[src/rtl/mrp_pkg.sv]
// Package with shared types and constants for the Miller-Rabin primality tester.
`timescale 1ns / 1ps
`default_nettype none
package mrp_pkg;
    localparam int unsigned DefWidth = 32;
    localparam int unsigned NWidth = 32;
    localparam int unsigned RandWidth = 31;

    typedef enum logic [3:0] {
        t_st_idle,
        t_st_check,
        t_st_rmod,
        t_st_split,
        t_st_pow_mul,
        t_st_pow_sq,
        t_st_test,
        t_st_sq,
        t_st_sq_test,
        t_st_done
    } t_state;

    typedef struct packed {
        logic start;
        logic busy;
    } t_mul_ctrl;
endpackage
`default_nettype wire

[src/rtl/mrp_modmul.sv]
// Bit-serial modular multiplier: one multiplier bit per cycle using modular doubling and adding.
`timescale 1ns / 1ps
`default_nettype none
module mrp_modmul #(
    parameter int unsigned WIDTH = mrp_pkg::DefWidth
) (
    input  wire logic             i_clk,
    input  wire logic             i_rst_n,
    input  wire mrp_pkg::t_mul_ctrl i_ctrl,
    input  wire logic [WIDTH-1:0] i_x,
    input  wire logic [WIDTH-1:0] i_y,
    input  wire logic [WIDTH-1:0] i_m,
    output logic      [WIDTH-1:0] o_p,
    output logic                  o_done
);
    import mrp_pkg::*;

    logic [WIDTH-1:0] r_acc, n_acc, r_x, n_x, r_y, n_y;
    logic             r_run, n_run, r_done, n_done;
    logic [WIDTH:0]   w_sum, w_dbl;

    // x and acc stay below m, so one conditional subtract brings each sum back.
    always_comb begin
        w_sum = {1'b0, r_acc} + {1'b0, r_x};
        w_dbl = {1'b0, r_x} + {1'b0, r_x};
        n_acc = r_acc;
        n_x = r_x;
        n_y = r_y;
        n_run = r_run;
        n_done = 1'b0;
        if (i_ctrl.start) begin
            n_acc = '0;
            n_x = i_x;
            n_y = i_y;
            n_run = 1'b1;
        end else if (r_run) begin
            if (r_y == '0) begin
                n_run = 1'b0;
                n_done = 1'b1;
            end else begin
                if (r_y[0]) begin
                    n_acc = (w_sum >= {1'b0, i_m}) ? WIDTH'(w_sum - {1'b0, i_m})
                                                   : WIDTH'(w_sum);
                end
                n_x = (w_dbl >= {1'b0, i_m}) ? WIDTH'(w_dbl - {1'b0, i_m}) : WIDTH'(w_dbl);
                n_y = r_y >> 1;
            end
        end
    end

    always_ff @(posedge i_clk) begin
        if (!i_rst_n) begin
            r_run <= 1'b0;
            r_done <= 1'b0;
        end else begin
            r_run <= n_run;
            r_done <= n_done;
        end
        r_acc <= n_acc;
        r_x <= n_x;
        r_y <= n_y;
    end

    assign o_p = r_acc;
    assign o_done = r_done;
endmodule
`default_nettype wire

[src/rtl/miller_rabin_primality.sv]
// Top level of the Miller-Rabin primality tester with sequencer and witness datapath.
// The random value is reduced bit-serially to the witness; each modular multiply is bit-serial
// and a witness needs at most 2*WIDTH of them.
// Throughput: one request at a time; a waiting result stalls only a later last request.
// Trivial candidates (below five or even) go from the check state straight to the done state.
// Reset is synchronous, active low, and clears the sequencer, the composite flag and o_valid.
`timescale 1ns / 1ps
`default_nettype none
module miller_rabin_primality #(
    parameter int unsigned WIDTH = mrp_pkg::DefWidth
) (
    input  wire logic                          i_clk,
    input  wire logic                          i_rst_n,
    input  wire logic                          i_valid,
    output logic                               o_ready,
    input  wire logic [mrp_pkg::NWidth-1:0]    i_n_value,
    input  wire logic [mrp_pkg::RandWidth-1:0] i_random_value,
    input  wire logic                          i_last_witness,
    output logic                               o_valid,
    input  wire logic                          i_ready,
    output logic                               o_probably_prime
);
    import mrp_pkg::*;

    localparam int unsigned RW = (RandWidth > WIDTH) ? RandWidth : WIDTH;
    localparam int unsigned CntW = $clog2(RW + 1);

    t_state           r_state, n_state;
    logic [WIDTH-1:0] r_n, r_nm1, r_d, r_acc, r_b, r_rem, r_nm3;
    logic [RW-1:0]    r_rnd;
    logic [CntW-1:0]  r_cnt, r_s;
    logic             r_last, r_comp, r_ovalid, r_oprime, r_wcomp;
    logic             w_trivial, w_tcomp, w_hold;
    t_mul_ctrl        w_mc;
    logic [WIDTH-1:0] w_mx, w_my, w_p;
    logic             w_mdone;
    logic [WIDTH:0]   w_rs;
    logic [WIDTH-1:0] w_nin;

    assign w_nin = WIDTH'(i_n_value);
    assign w_rs = {r_rem, r_rnd[RW-1]};

    mrp_modmul #(.WIDTH(WIDTH)) u_mul (
        .i_clk(i_clk), .i_rst_n(i_rst_n), .i_ctrl(w_mc),
        .i_x(w_mx), .i_y(w_my), .i_m(r_n), .o_p(w_p), .o_done(w_mdone)
    );

    always_comb begin
        w_trivial = (r_n < WIDTH'(5)) || !r_n[0];
        w_tcomp = (r_n < WIDTH'(2)) || (!r_n[0] && r_n != WIDTH'(2));
        w_hold = r_last && r_ovalid && !i_ready;
    end

    always_comb begin
        n_state = r_state;
        unique case (r_state)
            t_st_idle:    if (i_valid) n_state = t_st_check;
            t_st_check:   n_state = w_trivial ? t_st_done : t_st_rmod;
            t_st_rmod:    if (r_cnt == '0) n_state = t_st_split;
            t_st_split:   if (r_d[0]) n_state = t_st_pow_mul;
            t_st_pow_mul: if (w_mdone) n_state = t_st_pow_sq;
            t_st_pow_sq:  if (w_mdone) n_state = (r_d[WIDTH-1:1] == '0) ? t_st_test
                                                                         : t_st_pow_mul;
            t_st_test:    n_state = (r_acc == WIDTH'(1) || r_acc == r_nm1 || r_s <= CntW'(1))
                                    ? t_st_done : t_st_sq;
            t_st_sq:      if (w_mdone) n_state = t_st_sq_test;
            t_st_sq_test: n_state = (r_acc == r_nm1 || r_s <= CntW'(1)) ? t_st_done : t_st_sq;
            t_st_done:    n_state = w_hold ? t_st_done : t_st_idle;
            default:      n_state = t_st_idle;
        endcase
    end

    always_comb begin
        w_mc.start = 1'b0;
        w_mc.busy = 1'b0;
        w_mx = r_acc;
        w_my = r_b;
        unique case (r_state)
            t_st_pow_mul: begin
                w_mc.busy = 1'b1;
                w_mc.start = (r_cnt == '0);
            end
            t_st_pow_sq: begin
                w_mc.busy = 1'b1;
                w_mc.start = (r_cnt == '0);
                w_mx = r_b;
            end
            t_st_sq: begin
                w_mc.busy = 1'b1;
                w_mc.start = (r_cnt == '0);
                w_my = r_acc;
            end
            default: w_mc.busy = 1'b0;
        endcase
        if (!w_mc.busy) w_mc.start = 1'b0;
    end

    assign o_ready = (r_state == t_st_idle);
    assign o_valid = r_ovalid;
    assign o_probably_prime = r_oprime;

    always_ff @(posedge i_clk) begin
        if (!i_rst_n) begin
            r_state <= t_st_idle;
            r_comp <= 1'b0;
            r_ovalid <= 1'b0;
        end else begin
            r_state <= n_state;
            if (r_state == t_st_done && !w_hold && r_last) r_ovalid <= 1'b1;
            else if (r_ovalid && i_ready) r_ovalid <= 1'b0;
            if (r_state == t_st_done && !w_hold) begin
                if (r_last) begin
                    r_oprime <= !(r_comp || r_wcomp);
                    r_comp <= 1'b0;
                end else begin
                    r_comp <= r_comp || r_wcomp;
                end
            end
        end
        unique case (r_state)
            t_st_idle: begin
                r_n <= w_nin;
                r_rnd <= RW'(i_random_value);
                r_last <= i_last_witness;
            end
            t_st_check: begin
                r_wcomp <= w_tcomp;
                r_nm1 <= r_n - WIDTH'(1);
                r_nm3 <= r_n - WIDTH'(3);
                r_rem <= '0;
                r_cnt <= CntW'(RW);
            end
            t_st_rmod: begin
                // Restoring remainder, one random bit per cycle.
                if (r_cnt != '0) begin
                    r_rem <= (w_rs >= {1'b0, r_nm3}) ? WIDTH'(w_rs - {1'b0, r_nm3})
                                                     : WIDTH'(w_rs);
                    r_rnd <= r_rnd << 1;
                    r_cnt <= r_cnt - CntW'(1);
                end else begin
                    r_b <= r_rem + WIDTH'(2);
                    r_d <= r_nm1;
                    r_s <= '0;
                    r_acc <= WIDTH'(1);
                end
            end
            t_st_split: begin
                if (!r_d[0]) begin
                    r_d <= r_d >> 1;
                    r_s <= r_s + CntW'(1);
                end
            end
            t_st_pow_mul: begin
                if (r_cnt == '0) r_cnt <= CntW'(1);
                if (w_mdone) begin
                    if (r_d[0]) r_acc <= w_p;
                    r_cnt <= '0;
                end
            end
            t_st_pow_sq: begin
                if (r_cnt == '0) r_cnt <= CntW'(1);
                if (w_mdone) begin
                    r_b <= w_p;
                    r_d <= r_d >> 1;
                    r_cnt <= '0;
                end
            end
            t_st_test: begin
                r_wcomp <= !(r_acc == WIDTH'(1) || r_acc == r_nm1);
                r_s <= r_s - CntW'(1);
                r_cnt <= '0;
            end
            t_st_sq: begin
                if (r_cnt == '0) r_cnt <= CntW'(1);
                if (w_mdone) begin
                    r_acc <= w_p;
                    r_cnt <= '0;
                end
            end
            t_st_sq_test: begin
                r_s <= r_s - CntW'(1);
                if (r_acc == r_nm1) r_wcomp <= 1'b0;
            end
            default: r_cnt <= r_cnt;
        endcase
    end
endmodule
`default_nettype wire

[config.mk]
export PLATFORM = sky130hd
export DESIGN_NAME = miller_rabin_primality
export DESIGN_NICKNAME = d
export VERILOG_FILES = /design/src/rtl/mrp_pkg.sv /design/src/rtl/mrp_modmul.sv /design/src/rtl/miller_rabin_primality.sv
export SDC_FILE = /design/constraint.sdc
export NUM_CORES = 1
export LEC_CHECK = 0
export ABC_AREA = 0
export BUFFER_PORTS_ARGS = -buffer_cell sky130_fd_sc_hd__clkbuf_2
export CORE_ASPECT_RATIO = 0.75
export CORE_MARGIN = 2
export CORE_UTILIZATION = 35
export DETAILED_ROUTE_END_ITERATION = 8
export GPL_TIMING_DRIVEN = 0
export SKIP_LAST_GASP = 1
export SYNTH_ARGS = -nofsm -noshare
export SYNTH_HDL_FRONTEND = slang
export SYNTH_SLANG_ARGS = --single-unit
[constraint.sdc]
create_clock -name i_clk -period 6.4 [get_ports i_clk]
set_input_delay 0.96 -clock i_clk [delete_from_list [all_inputs] [get_ports i_clk]]
set_output_delay 0.96 -clock i_clk [all_outputs]
set_load 0.005 [all_outputs]
# [Word level (Yosys, flattened, before mapping)]
# Cells that the tools add are included.
[word_totals] elab_cells=172 in_bits=68 out_inout_bits=3 regBits=375
[classes] eq_ne=25 n_bitwise=3 n_addsub=11 n_mux=57 reduce_logical=48 n_lt_le_gt_ge=6
[ops] cell="$mux W32" n=21
[ops] cell="$pmux W32 S2" n=3
[ops] cell="$pmux W32 S3" n=2
[ops] cell="$ge A33 B32 Y1" n=3
[ops] cell="$sub A32 B32 Y32" n=3
[ops] cell="$add A32 B32 Y33" n=2
[ops] cell="$mux W4" n=10
[ops] cell="$pmux W4 S10" n=1
[ops] cell="$add A32 B2 Y32 const B" n=1
[ops] cell="$eq A32 B1 Y1 const B" n=1
[ops] cell="$eq A32 B32 Y1" n=1
[ops] cell="$logic_not A32 Y1" n=1
[ops] cell="$lt A32 B2 Y1 const B" n=1
[ops] cell="$lt A32 B3 Y1 const B" n=1
[ops] cell="$ne A32 B2 Y1 const B" n=1
[ops] cell="$sub A32 B1 Y32 const B" n=1
[ops] cell="$sub A32 B2 Y32 const B" n=1
[ops] cell="$logic_not A31 Y1" n=1
[ops] cell="$mux W6" n=5
[ops] cell="$pmux W6 S4" n=1
[ops] cell="$pmux W6 S3" n=1
[ops] cell="$reduce_and A3 Y1" n=6
[ops] cell="$eq A4 B3 Y1 const B" n=4
[ops] cell="$ne A2 B2 Y1 const B" n=8
[ops] cell="27 further kinds" n=70

# [Logic depth before layout (Yosys ltp)]
[logic_depth] ltp_word=6 mapped_depth=23 mapped_depth_nobuf=21

# [By module]
# From an unflattened synthesis, not the netlist that was laid out.
[hier_totals] cells_unflattened=2612 hier_area_um2=24743.7
[by_module_without_submodules] mod="miller_rabin_primality" area_each_um2=15448.6 seq_area_each_um2=8227.9 cells_per_inst=1517 n_inst=1
[by_module_without_submodules] mod="mrp_modmul" area_each_um2=9295.2 seq_area_each_um2=2602.5 cells_per_inst=1095 n_inst=1

# [Worst setup path after synthesis]
# No wires, ideal clock.
[synth_path] path_kind="register to register" startpoint="register u_mul.r_x[14]" endpoint="register u_mul.r_acc[10], in the netlist u_mul.o_p[10]" required_time_ns=6.267 setup_time_ns=0.133 setup_slack_ns=2.016 n_path_buf=3 t_arrival_ns=4.251 synth_period_minus_slack_ns=4.384 stages_incl_launch_ff=22 path_cell_list="edfxtp_1 ha_1 buf_6 a211oi_2 a21boi_1 a2111oi_4 nor2_1 a22o_1 o41a_1 nand4b_1 nand2_1 or2_2 ha_1 a21o_1 a211oi_1 o211ai_1 a21oi_1 o21a_1 buf_2 buf_2 mux2i_1 a21oi_1"
[synth_between] elab_chain_cells=3
[synth_rtl] item="from (decl)" line="mrp_modmul.sv:18" text="logic [WIDTH-1:0] r_acc, n_acc, r_x, n_x, r_y, n_y;"
[synth_rtl] item="from (signal assigned)" line="mrp_modmul.sv:60" text="r_x <= n_x;"
[synth_rtl] item="$add A32 B32 Y33" line="mrp_modmul.sv:24" text="w_sum = {1'b0, r_acc} + {1'b0, r_x};"
[synth_rtl] item="$ge A33 B32 Y1" line="mrp_modmul.sv:42" text="n_acc = (w_sum >= {1'b0, i_m}) ? WIDTH'(w_sum - {1'b0, i_m})"
[synth_rtl] item="$mux W32" line="mrp_modmul.sv:42"
[synth_rtl] item="to (signal assigned)" line="mrp_modmul.sv:59" text="r_acc <= n_acc;"
[synth_rtl] item="to (decl)" line="mrp_modmul.sv:18"
# Every way passes these cells.
# A chain may end at the register's enable or synchronous reset.

# [Final worst setup path]
[layout_path] startpoint="register u_mul.r_x[0]" endpoint="register u_mul.r_acc[2], in the netlist u_mul.o_p[2]"
[layout_between] elab_chain_cells=3 elab_cells_between_ends=4 cone_classes="add/sub (2); order compare (1); mux (1)"
[layout_rtl] item="$add A32 B32 Y33 (*)" line="mrp_modmul.sv:24"
[layout_rtl] item="$sub A32 B32 Y32 / $ge A33 B32 Y1 (equally long branches)" line="mrp_modmul.sv:42"
[layout_rtl] item="$mux W32 (*)" line="mrp_modmul.sv:42"
# Every way passes the cells marked *; elsewhere a longest branch is shown, timed or not.

==> summary.md <==
| Metric | Value |
|---|---|
| Number of nets in the layout | 2919 |
| Measured slew at the worst slew-check pin | 993.1 ps |
| Instance count of the mapped netlist | 2591 |
| Maximum number of pins on one net before global-route repair | 65 |
| Setup repair after global routing missed its margin | false |
| Vias in the first global route | 18528 |
| TritonCTS clock tree | yes |
| Slew HR | 33.28% |
| Clk_lat worst skew | 570 ps |
| Drt wl/cell | 22.65 µm |
| Chip Height | 233.4 µm |
| Flip-flop cell with the highest count after synthesis | sky130_fd_sc_hd__edfxtp_1 |
| Power density over the cells | 542.6 mW/mm² |
| Crit path max-delay family | compound AO/OA/AOI/OAI gates |
| Antenna violation net count after detailed routing | 0 |
| Number of buffer cells added on primary ports | 70 |
| Detailed Route WL | 83540 µm |
| End point of the worst hold path | u_mul.o_done |
| Tightest Hold Check Type | flip-flop to flip-flop |
| Leakage power total | 10.55 nW |
| Placed instance area | 0.02630 mm² |
| Post-cts resize count | 0 |
| DRC errors left | 0 |
| Critical Path Fanout Max | 10 |
| Clk pin slew, worst setup/hold paths | 70 ps |
| Unique masters post-synth | 81 |
| Area of the multi-input gates | 0.01289 mm² |
| Number of failing hold endpoints at the final stage | 0 |
| Setup violators final | 0 |
| Number of H-tree branching levels | 2 |
| Number of buffers created by CTS | 40 |
| X dimension of the die | 309.9 µm |
| Area of the core region | 0.06979 mm² |
| Critical-path top delay cell | sky130_fd_sc_hd__edfxtp_1 |
| Maximum clock skew at final layout | 19.40 ps |
| Final Slew Violations | 0 |
| Netlist Area Pre-Place | 0.02456 mm² |
| Biggest area consumer among synthesized cells | sky130_fd_sc_hd__edfxtp_1 |
| Final-layout fill cell count | 6997 |
| Hold buffer count at cts | 0 |
| Final non-filler cell area | 0.02766 mm² |
| Proportion of register bits with asynchronous set or reset after synthesis | 0% |
| Nets in the synthesized netlist | 2800 |
| R2R Path End | u_mul.o_p[2] |
| Crit Reg-Reg Startpoint | u_mul.r_x[0] |
| Worst EP arrival | 6270 ps |
| Post-detailed-placement half-perimeter wirelength | 65740 µm |
| Worst hold path depth | 2 |
| Source of the critical timing path | u_mul.r_x[0] |
| Ratio of cells with drive above 1 in the final layout | 7.330% |
| DRC marker count from the first detailed-route iteration | 2460 |
| Count of maximum capacitance violations | 0 |
| Post CTS Setup Buffer Count | 0 |
| Leading cell types by total area after synthesis | sky130_fd_sc_hd__edfxtp_1 (41%), sky130_fd_sc_hd__ha_1 (7.0%), sky130_fd_sc_hd__nand2_1 (5.3%) |
| Total congestion overflow after global routing | 0 |
| Path depth of the worst reg2reg path | 23 |
| Num rows | 84 |
| Total number of vias | 20770 |
| Reg-to-reg setup timing slack | 570 ps |
| Launch instance of the worst min-delay path | u_mul.r_run |
| Layout Area Growth over Synthesis | 12.65% |
| Post-synth EDFFs | 334 |
| Number of antenna violations at the first check in global routing | 1 |
| Kind of end point of the critical path | flip-flop |
| Register Area | 0.01083 mm² |
| GRT Util Overall | 22.71% |
| Category of the most critical setup path | flip-flop to flip-flop |
| Launching element type of the critical path | flip-flop |
| Initial standard-cell utilization of the core | 35.19% |
| Share of the synthesized area in the top cell type | 40.84% |
| Number of clock sinks seen by CTS | 374 |
| Achievable frequency | 171.4 MHz |
| Synth warnings | 0 |
| Post-route minimum period | 5834 ps |
| Worst path buffer plus inverter count | 2 |
| RePlAce Congestion | 0.9732 |
| Status | finished clean |
| Most frequent cells after synthesis | sky130_fd_sc_hd__nand2_1 (347), sky130_fd_sc_hd__edfxtp_1 (334), sky130_fd_sc_hd__a21oi_1 (193), sky130_fd_sc_hd__o21ai_0 (184), sky130_fd_sc_hd__nor2_1 (182) |
| Final worst-path cycle share | 91.16% |
| IR drop worst, VDD | 286.4 µV |
| Detailed-router iteration count before antenna repair | 5 |
| Total die area | 0.07232 mm² |
| Wire length of the first global-routing pass | 122000 µm |
| Most frequent cell after synthesis | sky130_fd_sc_hd__nand2_1 |
| Sequential-to-total area share from yosys stat | 44.10% |
| Cells along the critical path | ha_1, fa_1, a21oi_1, a2bb2oi_1, o211ai_1, a31oi_1, o2bb2ai_1, o31a_1, o21ai_0, xnor2_1, ha_1, and3_1, nand2_1, nor2_1, nand2_1, o211ai_1, a211oi_1, o21a_1, buf_2, buf_2, nor2_1, a21oi_1, o21ai_0 |
| FF+latch count, synth | 374 |
| CTS Root Buffer Type | sky130_fd_sc_hd__clkbuf_16 |
| Number of inserted diodes | 0 |
| Stage delay of the slowest cell on the critical path | 470 ps |
| Number of placed I/O pins | 71 |
| Clock tree buffer depth | 3 |
| Sum of negative setup slack | 0 ps |
| Number of vias per cell after detailed routing | 5.632 |
| Data required time of the worst path | 6830 ps |
| Syn avg cell area | 9.477 µm² |
==> cell families after synthesis <==
family,synth area share (%)
adders and majority gates,7.307
muxes,2.364
buffers and inverters,3.633
AOI/OAI and AO/OA,17.34
xor gates and xnor gates,8.096
and+or+nand+nor,17.16
DFF,44.10
==> how the worst max path moves through the flow <==
stage | endpoint | slack, ps | depth (start not counted)
3_5_place_dp | u_mul.o_p[2] | 730 | 23
3_3_place_gp | r_b[22] | 80 | 6
6_report | u_mul.o_p[2] | 570 | 23
5_1_grt | u_mul.o_p[2] | 260 | 23
4_1_cts | u_mul.o_p[2] | 710 | 23
2_1_floorplan | u_mul.o_p[10] | 2020 | 21
==> layer usage <==
layer | GRT usage (%) | up-vias | part of all wire, %
met2 | 29.30 | 1059 | 37
met1 | 36.64 | 9889 | 48
met4 | 4.876 | 0 | 2.3
li1 | - | 9730 | -
met3 | 5.852 | 92 | 12
met5 | 0 | - | 0
==> worst reg2reg max path, delay by kind of cell, from the launching register on <==
family,cells,cell delay [ps]
fa+ha+maj,3,1050
buf+inv,2,540
compound gates,12,2810
simple gates,5,570
xor+xnor,1,280
flops,1,470
==> placed cells by master (no fill, tap or decap), types with 9 or more instances in the layout <==
cell,synthesis,routed
sky130_fd_sc_hd__nand2b_1,16,16
sky130_fd_sc_hd__clkbuf_1,79,87
sky130_fd_sc_hd__o21bai_1,19,19
sky130_fd_sc_hd__dfxtp_1,40,40
sky130_fd_sc_hd__buf_4,9,9
sky130_fd_sc_hd__and2_1,14,14
sky130_fd_sc_hd__or3_1,9,9
sky130_fd_sc_hd__xnor2_1,133,133
sky130_fd_sc_hd__o21ai_0,184,182
sky130_fd_sc_hd__ha_1,137,137
sky130_fd_sc_hd__clkbuf_2,1,71
sky130_fd_sc_hd__nand4_1,35,35
sky130_fd_sc_hd__nor3_1,52,52
sky130_fd_sc_hd__nand2_1,347,345
sky130_fd_sc_hd__mux2i_1,58,58
sky130_fd_sc_hd__nand3_1,69,69
sky130_fd_sc_hd__nor2_1,182,181
sky130_fd_sc_hd__o21a_1,18,18
sky130_fd_sc_hd__a21oi_1,193,192
sky130_fd_sc_hd__a211oi_1,38,38
sky130_fd_sc_hd__o211ai_1,12,12
sky130_fd_sc_hd__nor2b_1,52,52
sky130_fd_sc_hd__buf_2,13,13
sky130_fd_sc_hd__clkbuf_16,0,41
sky130_fd_sc_hd__or2_2,11,11
sky130_fd_sc_hd__a22o_1,31,31
sky130_fd_sc_hd__xor2_1,94,94
sky130_fd_sc_hd__and3_1,21,21
sky130_fd_sc_hd__a21o_1,54,54
sky130_fd_sc_hd__nor4_1,51,51
sky130_fd_sc_hd__a31oi_1,37,37
sky130_fd_sc_hd__edfxtp_1,334,334
sky130_fd_sc_hd__o21ai_1,10,10
sky130_fd_sc_hd__inv_1,109,108
==> through the flow <==
step / utilization [%] / instances / hold WS [ps] / power, W / setup slack (ps)
6_report: 39.64 / 3688 / 462.7 / 0.01501 / 565.8
5_1_grt: 39.64 / 3688 / 477.7 / 0.01594 / 264.8
4_1_cts: 39.63 / 3688 / 469.4 / 0.01485 / 707.9
3_5_place_dp: 37.69 / 3614 / 461.2 / 0.01236 / 732.2
3_3_place_gp: 37.39 / 3607 / 451.9 / 0.01228 / 77.61
2_1_floorplan: - / 2591 / 436.3 / 0.009849 / 2016
==> power by group <==
group / total [W] / internal [W] / leakage, nW / switching, W
Combinational: 0.00789 / 0.00296 / 6.44 / 0.00493
Clock: 0.00247 / 0.00138 / 0.654 / 0.00108
Sequential: 0.00465 / 0.00379 / 3.45 / 0.000857
==> layout make-up <==
class	count	share of cell area [%]
clock inverters	23	0.9906
multi-input cells	1997	46.60
clock buffers	51	3.917
well taps	946	4.279
plain buffers	111	1.746
repair buffers	77	1.836
flip-flops and latches	374	39.15
inverters	109	1.479
Power figures use the tool's default switching activity.
